<file path="config.mk">
export PLATFORM = sky130hd
export DESIGN_NAME = token_stream_body_counter_flat
export DESIGN_NICKNAME = d
export VERILOG_FILES = /design/src/sv/tsbc_pkg.sv /design/src/sv/tsbc_in_if.sv /design/src/sv/tsbc_out_if.sv /design/src/sv/tsbc_parser.sv /design/src/sv/token_stream_body_counter.sv /design/src/flat_wrapper.sv
export SDC_FILE = /design/constraint.sdc
export NUM_CORES = 1
export LEC_CHECK = 0
export BUFFER_PORTS_ARGS = -buffer_cell sky130_fd_sc_hd__buf_2
export CAP_MARGIN = 30
export CORE_MARGIN = 2
export CORE_UTILIZATION = 35
export CTS_CLUSTER_SIZE = 16
export DETAILED_ROUTE_END_ITERATION = 6
export PLACE_DENSITY = 0.52
export SLEW_MARGIN = 5
export SYNTH_ARGS = -nofsm -noshare
export SYNTH_HDL_FRONTEND = slang
export SYNTH_HIERARCHICAL = 1
export SYNTH_SLANG_ARGS = --single-unit
</file>
<file path="constraint.sdc">
create_clock -name i_clk -period 4.65 [get_ports i_clk]
set_input_delay 0.93 -clock i_clk [delete_from_list [all_inputs] [get_ports i_clk]]
set_output_delay 0.93 -clock i_clk [all_outputs]
set_load 0.01 [all_outputs]
</file>
<file path="src/sv/tsbc_pkg.sv">
// shared types and constants for the token stream body counter
// no dependencies
`timescale 1ns / 1ps

package tsbc_pkg;

    localparam int BYTE_W         = 8;
    localparam int CODE_W         = 13;
    localparam int COUNT_W        = 17;
    localparam int SKIP_W         = 24;
    localparam int OP_HIGH_W      = 5;
    localparam int LEN_LEFT_W     = 2;
    localparam int CFG_IDX_W      = 1;
    localparam int CFG_DATA_W     = CODE_W;

    localparam int HEADER_LIMIT_DEF = 256;
    localparam int DEPTH_BITS_DEF   = 8;

    localparam logic [CFG_IDX_W-1:0] CFG_BEGIN_BODY = 1'd0;
    localparam logic [CFG_IDX_W-1:0] CFG_END_BODY   = 1'd1;

    localparam logic [CODE_W-1:0] BEGIN_BODY_RST = 13'd106;
    localparam logic [CODE_W-1:0] END_BODY_RST   = 13'd107;

    localparam logic [COUNT_W-1:0] TOTAL_MAX = 17'h10000;

    localparam logic [BYTE_W-1:0] CHAR_SPACE = 8'h20;

    localparam logic [2:0] CLS_LONG_OP = 3'b101;
    localparam logic [2:0] CLS_SEQ1    = 3'b110;
    localparam logic [2:0] CLS_SEQ3    = 3'b111;

    localparam logic [LEN_LEFT_W-1:0] LEN1_BYTES = 2'd1;
    localparam logic [LEN_LEFT_W-1:0] LEN3_BYTES = 2'd3;

    typedef enum logic [2:0] {
        PH_HEADER = 3'd0,
        PH_TOKEN  = 3'd1,
        PH_NUM2   = 3'd2,
        PH_OP2    = 3'd3,
        PH_LEN    = 3'd4,
        PH_SKIP   = 3'd5
    } t_phase;

    typedef struct packed {
        logic [BYTE_W-1:0] data_byte;
        logic              end_of_stream;
    } t_word;

    typedef struct packed {
        logic signed [COUNT_W-1:0] page_count;
        logic                      stream_error;
    } t_result;

endpackage

</file>
<file path="src/sv/tsbc_in_if.sv">
// input byte channel: valid, ready and one byte with its last-word flag
// depends on tsbc_pkg
`timescale 1ns / 1ps

interface tsbc_in_if import tsbc_pkg::*; ();
    logic              valid;
    logic              ready;
    logic [BYTE_W-1:0] data_byte;
    logic              end_of_stream;

    modport source (output valid, output data_byte, output end_of_stream, input ready);
    modport sink   (input valid, input data_byte, input end_of_stream, output ready);
endinterface

</file>
<file path="src/sv/tsbc_out_if.sv">
// result channel: valid, ready, page count and error flag
// depends on tsbc_pkg
`timescale 1ns / 1ps

interface tsbc_out_if import tsbc_pkg::*; ();
    logic                      valid;
    logic                      ready;
    logic signed [COUNT_W-1:0] page_count;
    logic                      stream_error;

    modport source (output valid, output page_count, output stream_error, input ready);
    modport sink   (input valid, input page_count, input stream_error, output ready);
endinterface

</file>
<file path="src/sv/tsbc_parser.sv">
// header skip, token parse state and body nesting counter, one byte per step
// depends on tsbc_pkg
`timescale 1ns / 1ps

module tsbc_parser import tsbc_pkg::*; #(
    parameter int HEADER_LIMIT = HEADER_LIMIT_DEF,
    parameter int DEPTH_BITS   = DEPTH_BITS_DEF
) (
    input  logic              i_clk,
    input  logic              i_rst_n,
    input  logic              i_step,
    input  t_word             i_word,
    input  logic [CODE_W-1:0] i_begin_code,
    input  logic [CODE_W-1:0] i_end_code,
    output t_result           o_result,
    output t_phase            o_phase
);

    localparam int HDR_W = $clog2(HEADER_LIMIT + 1);

    t_phase                  r_phase,    n_phase;
    logic [HDR_W-1:0]        r_hdr_cnt,  n_hdr_cnt;
    logic [LEN_LEFT_W-1:0]   r_len_left, n_len_left;
    logic [OP_HIGH_W-1:0]    r_op_high,  n_op_high;
    logic [SKIP_W-1:0]       r_skip,     n_skip;
    logic [DEPTH_BITS-1:0]   r_depth,    n_depth;
    logic [COUNT_W-1:0]      r_total,    n_total;

    logic [BYTE_W-1:0]       b;
    logic [CODE_W-1:0]       op_code;

    assign b       = i_word.data_byte;
    assign op_code = {r_op_high, b};

    always_comb begin
        n_phase    = r_phase;
        n_hdr_cnt  = r_hdr_cnt;
        n_len_left = r_len_left;
        n_op_high  = r_op_high;
        n_skip     = r_skip;
        n_depth    = r_depth;
        n_total    = r_total;
        case (r_phase)
            PH_HEADER: begin
                n_hdr_cnt = r_hdr_cnt + 1'b1;
                if (b == CHAR_SPACE || n_hdr_cnt >= HDR_W'(HEADER_LIMIT)) begin
                    n_phase = PH_TOKEN;
                end
            end
            PH_TOKEN: begin
                if (!b[7]) begin
                    n_phase = PH_NUM2;
                end else begin
                    case (b[7:5])
                        CLS_LONG_OP: begin
                            n_op_high = b[OP_HIGH_W-1:0];
                            n_phase   = PH_OP2;
                        end
                        CLS_SEQ1: begin
                            n_skip     = '0;
                            n_len_left = LEN1_BYTES;
                            n_phase    = PH_LEN;
                        end
                        CLS_SEQ3: begin
                            n_skip     = '0;
                            n_len_left = LEN3_BYTES;
                            n_phase    = PH_LEN;
                        end
                        default: begin
                        end
                    endcase
                end
            end
            PH_NUM2: begin
                n_phase = PH_TOKEN;
            end
            PH_OP2: begin
                if (op_code == i_begin_code) begin
                    n_depth = r_depth + 1'b1;
                end else if (op_code == i_end_code) begin
                    n_depth = r_depth - 1'b1;
                    if (n_depth == '0 && r_total < TOTAL_MAX) begin
                        n_total = r_total + 1'b1;
                    end
                end
                n_phase = PH_TOKEN;
            end
            PH_LEN: begin
                n_skip     = {r_skip[SKIP_W-BYTE_W-1:0], b};
                n_len_left = r_len_left - 1'b1;
                if (n_len_left == '0) begin
                    n_phase = (n_skip != '0) ? PH_SKIP : PH_TOKEN;
                end
            end
            PH_SKIP: begin
                n_skip = r_skip - 1'b1;
                if (n_skip == '0) begin
                    n_phase = PH_TOKEN;
                end
            end
            default: begin
                n_phase = PH_TOKEN;
            end
        endcase
    end

    always_comb begin
        if (n_phase == PH_TOKEN) begin
            o_result.page_count   = n_total - 1'b1;
            o_result.stream_error = 1'b0;
        end else begin
            o_result.page_count   = '1;
            o_result.stream_error = 1'b1;
        end
    end

    assign o_phase = r_phase;

    always_ff @(posedge i_clk) begin
        if (!i_rst_n || (i_step && i_word.end_of_stream)) begin
            r_phase    <= PH_HEADER;
            r_hdr_cnt  <= '0;
            r_len_left <= '0;
            r_op_high  <= '0;
            r_skip     <= '0;
            r_depth    <= '0;
            r_total    <= '0;
        end else if (i_step) begin
            r_phase    <= n_phase;
            r_hdr_cnt  <= n_hdr_cnt;
            r_len_left <= n_len_left;
            r_op_high  <= n_op_high;
            r_skip     <= n_skip;
            r_depth    <= n_depth;
            r_total    <= n_total;
        end
    end

endmodule

</file>
<file path="src/sv/token_stream_body_counter.sv">
// token stream body counter top level: input register, parser, result register
// depends on tsbc_pkg, tsbc_in_if, tsbc_out_if and tsbc_parser
// result: registered from the parser when its last word leaves the input register
// throughput: one word per cycle while no last word is stalled, limited by the single parser step per cycle
// stalls: a last word waits in the input register while a result is still unaccepted
// reset: synchronous active low; parser back in header phase, codes 106 and 107
`timescale 1ns / 1ps

module token_stream_body_counter import tsbc_pkg::*; #(
    parameter int HEADER_LIMIT = HEADER_LIMIT_DEF,
    parameter int DEPTH_BITS   = DEPTH_BITS_DEF
) (
    input  logic                  i_clk,
    input  logic                  i_rst_n,
    tsbc_in_if.sink               i_in,
    tsbc_out_if.source            o_out,
    input  logic                  i_cfg_we,
    input  logic [CFG_IDX_W-1:0]  i_cfg_index,
    input  logic [CFG_DATA_W-1:0] i_cfg_data
);

    logic              cfg_begin_sel;
    logic [CODE_W-1:0] r_begin_body;
    logic [CODE_W-1:0] r_end_body;

    logic              r_in_valid;
    t_word             r_in_word;
    logic              r_out_valid;
    t_result           r_out;

    logic              out_free;
    logic              step;
    logic              in_take;
    t_result           res;
    t_phase            phase;

    assign cfg_begin_sel = (i_cfg_index == CFG_BEGIN_BODY);

    always_ff @(posedge i_clk) begin
        if (!i_rst_n) begin
            r_begin_body <= BEGIN_BODY_RST;
            r_end_body   <= END_BODY_RST;
        end else if (i_cfg_we) begin
            case (i_cfg_index)
                CFG_BEGIN_BODY: r_begin_body <= i_cfg_data;
                CFG_END_BODY:   r_end_body   <= i_cfg_data;
                default: begin
                end
            endcase
        end
    end

    assign out_free   = !r_out_valid || o_out.ready;
    assign step       = r_in_valid && (!r_in_word.end_of_stream || out_free);
    assign i_in.ready = !r_in_valid || step;
    assign in_take    = i_in.valid && i_in.ready;

    always_ff @(posedge i_clk) begin
        if (!i_rst_n) begin
            r_in_valid <= 1'b0;
        end else if (i_in.ready) begin
            r_in_valid <= i_in.valid;
        end
    end

    always_ff @(posedge i_clk) begin
        if (in_take) begin
            r_in_word.data_byte     <= i_in.data_byte;
            r_in_word.end_of_stream <= i_in.end_of_stream;
        end
    end

    tsbc_parser #(
        .HEADER_LIMIT (HEADER_LIMIT),
        .DEPTH_BITS   (DEPTH_BITS)
    ) u_parser (
        .i_clk        (i_clk),
        .i_rst_n      (i_rst_n),
        .i_step       (step),
        .i_word       (r_in_word),
        .i_begin_code (r_begin_body),
        .i_end_code   (r_end_body),
        .o_result     (res),
        .o_phase      (phase)
    );

    always_ff @(posedge i_clk) begin
        if (!i_rst_n) begin
            r_out_valid <= 1'b0;
        end else if (step && r_in_word.end_of_stream) begin
            r_out_valid <= 1'b1;
        end else if (o_out.ready) begin
            r_out_valid <= 1'b0;
        end
    end

    always_ff @(posedge i_clk) begin
        if (step && r_in_word.end_of_stream) begin
            r_out <= res;
        end
    end

    assign o_out.valid        = r_out_valid;
    assign o_out.page_count   = r_out.page_count;
    assign o_out.stream_error = r_out.stream_error;

    a_err_all_ones: assert property (@(posedge i_clk) disable iff (!i_rst_n)
        r_out_valid && r_out.stream_error |-> r_out.page_count == '1)
        else $error("error result without all-ones count");

    a_empty_ready: assert property (@(posedge i_clk) disable iff (!i_rst_n)
        !r_in_valid |-> i_in.ready)
        else $error("empty input register not ready");

    a_last_resets: assert property (@(posedge i_clk) disable iff (!i_rst_n)
        step && r_in_word.end_of_stream |=> phase == PH_HEADER && r_out_valid)
        else $error("last word did not restart parse or post result");

    a_cfg_idle_sel: assert property (@(posedge i_clk) disable iff (!i_rst_n)
        i_cfg_we && cfg_begin_sel |=> r_begin_body == $past(i_cfg_data))
        else $error("begin code write lost");

endmodule

</file>
<file path="src/flat_wrapper.sv">
// flat-port wrapper written by rule: the top's interface ports become plain ports
module token_stream_body_counter_flat import tsbc_pkg::*;
#(
    parameter int HEADER_LIMIT = HEADER_LIMIT_DEF,
    parameter int DEPTH_BITS   = DEPTH_BITS_DEF
)
  (i_clk, i_rst_n, i_cfg_we, i_cfg_index, i_cfg_data, i_in_valid, i_in_data_byte, i_in_end_of_stream, i_in_ready, o_out_valid, o_out_page_count, o_out_stream_error, o_out_ready);
  tsbc_in_if i_in_i ();
  tsbc_out_if o_out_i ();
  input  logic i_clk;
  input  logic i_rst_n;
  input  logic i_cfg_we;
  input  logic [CFG_IDX_W-1:0] i_cfg_index;
  input  logic [CFG_DATA_W-1:0] i_cfg_data;
  input wire logic [$bits(i_in_i.valid)-1:0] i_in_valid;
  input wire logic [$bits(i_in_i.data_byte)-1:0] i_in_data_byte;
  input wire logic [$bits(i_in_i.end_of_stream)-1:0] i_in_end_of_stream;
  output wire logic [$bits(i_in_i.ready)-1:0] i_in_ready;
  output wire logic [$bits(o_out_i.valid)-1:0] o_out_valid;
  output wire logic [$bits(o_out_i.page_count)-1:0] o_out_page_count;
  output wire logic [$bits(o_out_i.stream_error)-1:0] o_out_stream_error;
  input wire logic [$bits(o_out_i.ready)-1:0] o_out_ready;
  assign i_in_i.valid = i_in_valid;
  assign i_in_i.data_byte = i_in_data_byte;
  assign i_in_i.end_of_stream = i_in_end_of_stream;
  assign i_in_ready = i_in_i.ready;
  assign o_out_valid = o_out_i.valid;
  assign o_out_page_count = o_out_i.page_count;
  assign o_out_stream_error = o_out_i.stream_error;
  assign o_out_i.ready = o_out_ready;
  token_stream_body_counter #(.HEADER_LIMIT(HEADER_LIMIT), .DEPTH_BITS(DEPTH_BITS)) u_core (.i_clk(i_clk), .i_rst_n(i_rst_n), .i_in(i_in_i), .o_out(o_out_i), .i_cfg_we(i_cfg_we), .i_cfg_index(i_cfg_index), .i_cfg_data(i_cfg_data));
endmodule
</file>
==> impl_results.md <==
- Placement Cell Area: 7637 µm²
- Crit path time final: 3783 ps
- Cells after synthesis: between 800 and 900
- N_diodes: 0
- Clock tree from TritonCTS: yes
- Post-CTS setup buffers: 0
- Clock skew: 10.31 ps
- WHS Endpoint: u_core/r_begin_body[8]
- Origin of the critical flop-to-flop path: u_core/r_in_word[7]
- DR vias/cell: 5.362
- # IOs: 48
- CP Cell Sequence: xor2_1 -> nor4_1 -> nand3_1 -> o211ai_4 -> nor2_1 -> a21boi_0 -> ha_1 -> o21ai_1 -> or3_4 -> or3_1 -> a21o_1
- Final Hold Fails: 0
- Multi-input logic area: 4160 µm²
- HP Start: u_core/r_begin_body[8]
- Worst-case vdd ir drop: 0.0002529 V
- Clock transition at path regs: 60 ps
- Reg2reg end: u_core/o_out.page_count[12]
- Die Y-Extent: 147.4 µm
- Synth Area in Simple Gates: 0.2737
- CP max stage delay: 500 ps
- F_max: 264.4 MHz
- Hold_buf cts: 0
- Number of global-route vias before repair: about 6000
- WP depth: 11
- TritonCTS buffer count: 17
- Initial DRC count: about 420
- WHS Path Cells: 2
- Vias: 6317
- Avg Inst Size Synth: 8.194 µm²
- Mux cell area share after synthesis: 0.01600
- Post-synthesis compound-gate area fraction: 0.1715
- Worst r2r path cells: 11
- Clk buf depth: 2
- Period Utilization, post-route: 0.8135
- Grt ovf: 0
- Area Growth Syn to Fin: 14.14%
- Initial core utilization: 0.3556
- Least-Margin Pin Slew: 957.2 ps
- Endpoints failing setup: 0
- Dpl hpwl: 12820 µm
- Power Density: about 330 nW/µm²
- Startpoint types: flop
- CP Capture Type: flop
- Max FO, Critical Path: 15
- Port bufs: 47
- H-Tree Depth: 4
- Top-area cell type share of the netlist area: 0.2671
- Outcome: complete, no violations
- Mapped Area: 7194 µm²
- Root Driver: clkbuf_16
- RSZ-0062 raised after global routing: no
- Hold/Removal Path Class: reg2reg
- Crit path buffers/inverters: 0
- Register area share after synthesis: 0.3798
- Final routed DRC violation total: 0
- Fill count: between 2000 and 2500
- Synth cell types: approximately 70
- Core box area: 20230 µm²
- Layout Nets: 933
- Post-Syn Nets: 916
- Slew margin rel.: 0.3591
- EDFF count, synth: 27
- ANT nets after route: 0
- R2R setup slack: just under 900 ps
- All-Layer GR Usage: 0.1767
- Area contributors post-synth: dfxtp_1 (27%), edfxtp_1 (11%), nand2_1 (5.8%)
- Final wirelength: 18290 µm
- Largest net degree at the start of global routing: 37
- CP top delay family: simple AND/OR/NAND/NOR gates
- First-pass GRT wire length: 31140 µm
- Reg area: 2733 µm²
- Synthesized-area fraction occupied by adder cells: 0.01739
- Layout cells sized above 1: 0.1300
- Largest family of logic cells by synthesized area: simple AND/OR/NAND/NOR gates
- Worst EP arrival: just under 4000 ps
- Die area: 21720 µm²
- TritonRoute pass-1 iters: 5
- CP Class: reg2reg
- Post_cts resized: 0
- Slowest stage cell, crit path: edfxtp_1
- Row cnt: 52
- Final Max Slew Viols: 0
- Final Cell Area: between 8000 and 9000 µm²
- Antenna violations before repair: 0
- Maxcap violations: 0
- Async SR Flop Fraction: 0
- Placer Congestion: 0.8342
- Skew-Pair Late Insertion Delay: between 400 and 500 ps
- #FFs+latches synth: ~120
- Leak pwr: between 2 and 3 nW
- Crit path launch: u_core/r_in_word[7]
- Total negative slack: 0 ps
- Synth area leader: dfxtp_1
- Average wire per standard cell: about 16 µm
- Required @ worst endpoint: 4820 ps
- Sinks on Clock Net: around 120
- Xor and xnor fraction of the mapped netlist area: 0.09739
- Primary FF master, synth: dfxtp_1
- Synth Warn #: 6
- Die width: about 150 µm
per-stage QoR:
stage               instances  hold slack, ps  worst slack (ps)    util  power (mW)
detailed placement       1146           462.7             884.3  0.3774       1.405
global route             1178           489.1             550.2  0.4058       2.795
CTS                      1178           472.0             865.3  0.4058       2.706
finish                   1178           471.3             867.2  0.4058       2.676
floorplan                 878           443.7              1214       -       1.331
global placement         1144           462.7             991.2  0.3758       1.404
layout make-up:
| type | count | area share |
|---|---|---|
| Clock buffer | 19 | 0.05394 |
| Clock inverter | 13 | 0.01600 |
| Inverter | 15 | 0.006857 |
| Multi-Input combinational cell | 678 | 0.5066 |
| Sequential cell | 123 | 0.3328 |
| Tap cell | 270 | 0.04114 |
| Timing Repair Buffer | 60 | 0.04266 |
synthesized netlist by cell type, types with 4 or more instances:
master / instances
a211oi_1: 16
a21boi_0: 9
a21boi_1: 11
a21oi_1: 32
a22oi_1: 20
a31oi_1: 5
a41oi_1: 4
and3_1: 13
buf_1: 5
buf_2: 14
clkbuf_1: 40
dfxtp_1: 96
edfxtp_1: 27
ha_1: 10
inv_1: 14
mux2i_1: 10
nand2_1: 112
nand2b_1: 6
nand3_1: 31
nand4_1: 18
nor2_1: 99
nor3_1: 21
nor3b_1: 6
nor4_1: 21
nor4_2: 5
nor4b_1: 6
o211ai_1: 4
o21ai_0: 47
o21ai_1: 4
o31ai_1: 9
or2_2: 6
or3_1: 21
or4_1: 5
xnor2_1: 40
xor2_1: 40
cells in the final DEF, fill, tap and decap left out, types with 5 or more instances in the layout:
cell type / n
nand2_1: 111
nor2_1: 97
dfxtp_1: 96
buf_2: 48
o21ai_0: 47
xor2_1: 40
xnor2_1: 40
a21oi_1: 32
nand3_1: 31
edfxtp_1: 27
nor4_1: 21
or3_1: 21
nor3_1: 21
a22oi_1: 20
nand4_1: 18
clkbuf_16: 17
a211oi_1: 16
inv_1: 14
and3_1: 13
a21boi_1: 11
buf_4: 11
mux2i_1: 10
ha_1: 10
o31ai_1: 9
a21boi_0: 8
nand2b_1: 6
nor4b_1: 6
or2_2: 6
a31oi_1: 5
nor4_2: 5
nor3b_1: 5
or4_1: 5
worst min-delay path: cells and delay by family (launching register included):
kind / cells / cell delay (ps)
AOI/OAI and AO/OA: 1 / 50
and+or+nand+nor: 1 / 50
DFF: 1 / 320
flip-flops by register name, summed over array words and instances, names as in the netlist:
signal and count:
u_core/u_parser/r_skip 24, u_core/o_out.page_count 17, u_core/u_parser/r_total 17, u_core/r_begin_body 13
u_core/r_end_body 13, u_core/r_in_word 9, u_core/u_parser/r_hdr_cnt 9, u_core/u_parser/r_depth 8
u_core/u_parser/r_op_high 5, u_core/u_parser/o_phase 3, u_core/u_parser/r_len_left 2, u_core/o_out.stream_error 1
u_core/o_out.valid 1, u_core/r_in_valid 1
logic make-up (layout without fill, tap and decap cells):
kind of cell | after synthesis | after routing
xor gates and xnor gates | 80 | 80
DFF | 123 | 123
buffers and inverters | 77 | 107
and+or+nand+nor | 392 | 392
adders and majority gates | 10 | 10
AOI/OAI and AO/OA | 185 | 185
muxes | 11 | 11
worst max-delay path by stage:
stage	to	slack, ps
floorplan	u_core/o_out.page_count[12]	1210
global placement	u_core/o_out.page_count[12]	990
detailed placement	u_core/o_out.page_count[12]	880
CTS	u_core/o_out.page_count[12]	870
global route	u_core/o_out.page_count[12]	550
finish	u_core/o_out.page_count[12]	870
power breakdown:
group          internal, mW  total, mW  leakage [nW]  switching (mW)
clock network         0.763       1.29         0.282           0.532
logic                0.0887      0.231          1.63           0.142
registers              1.12       1.15          1.02          0.0315
routing by layer:
layer | GRT usage | wire [µm]
met5 | 0 | 0
met4 | 0.05529 | 311
met2 | 0.2960 | 8779
met3 | 0.03364 | 690
met1 | 0.2314 | 8510
(Power assumes the default switching activity.)
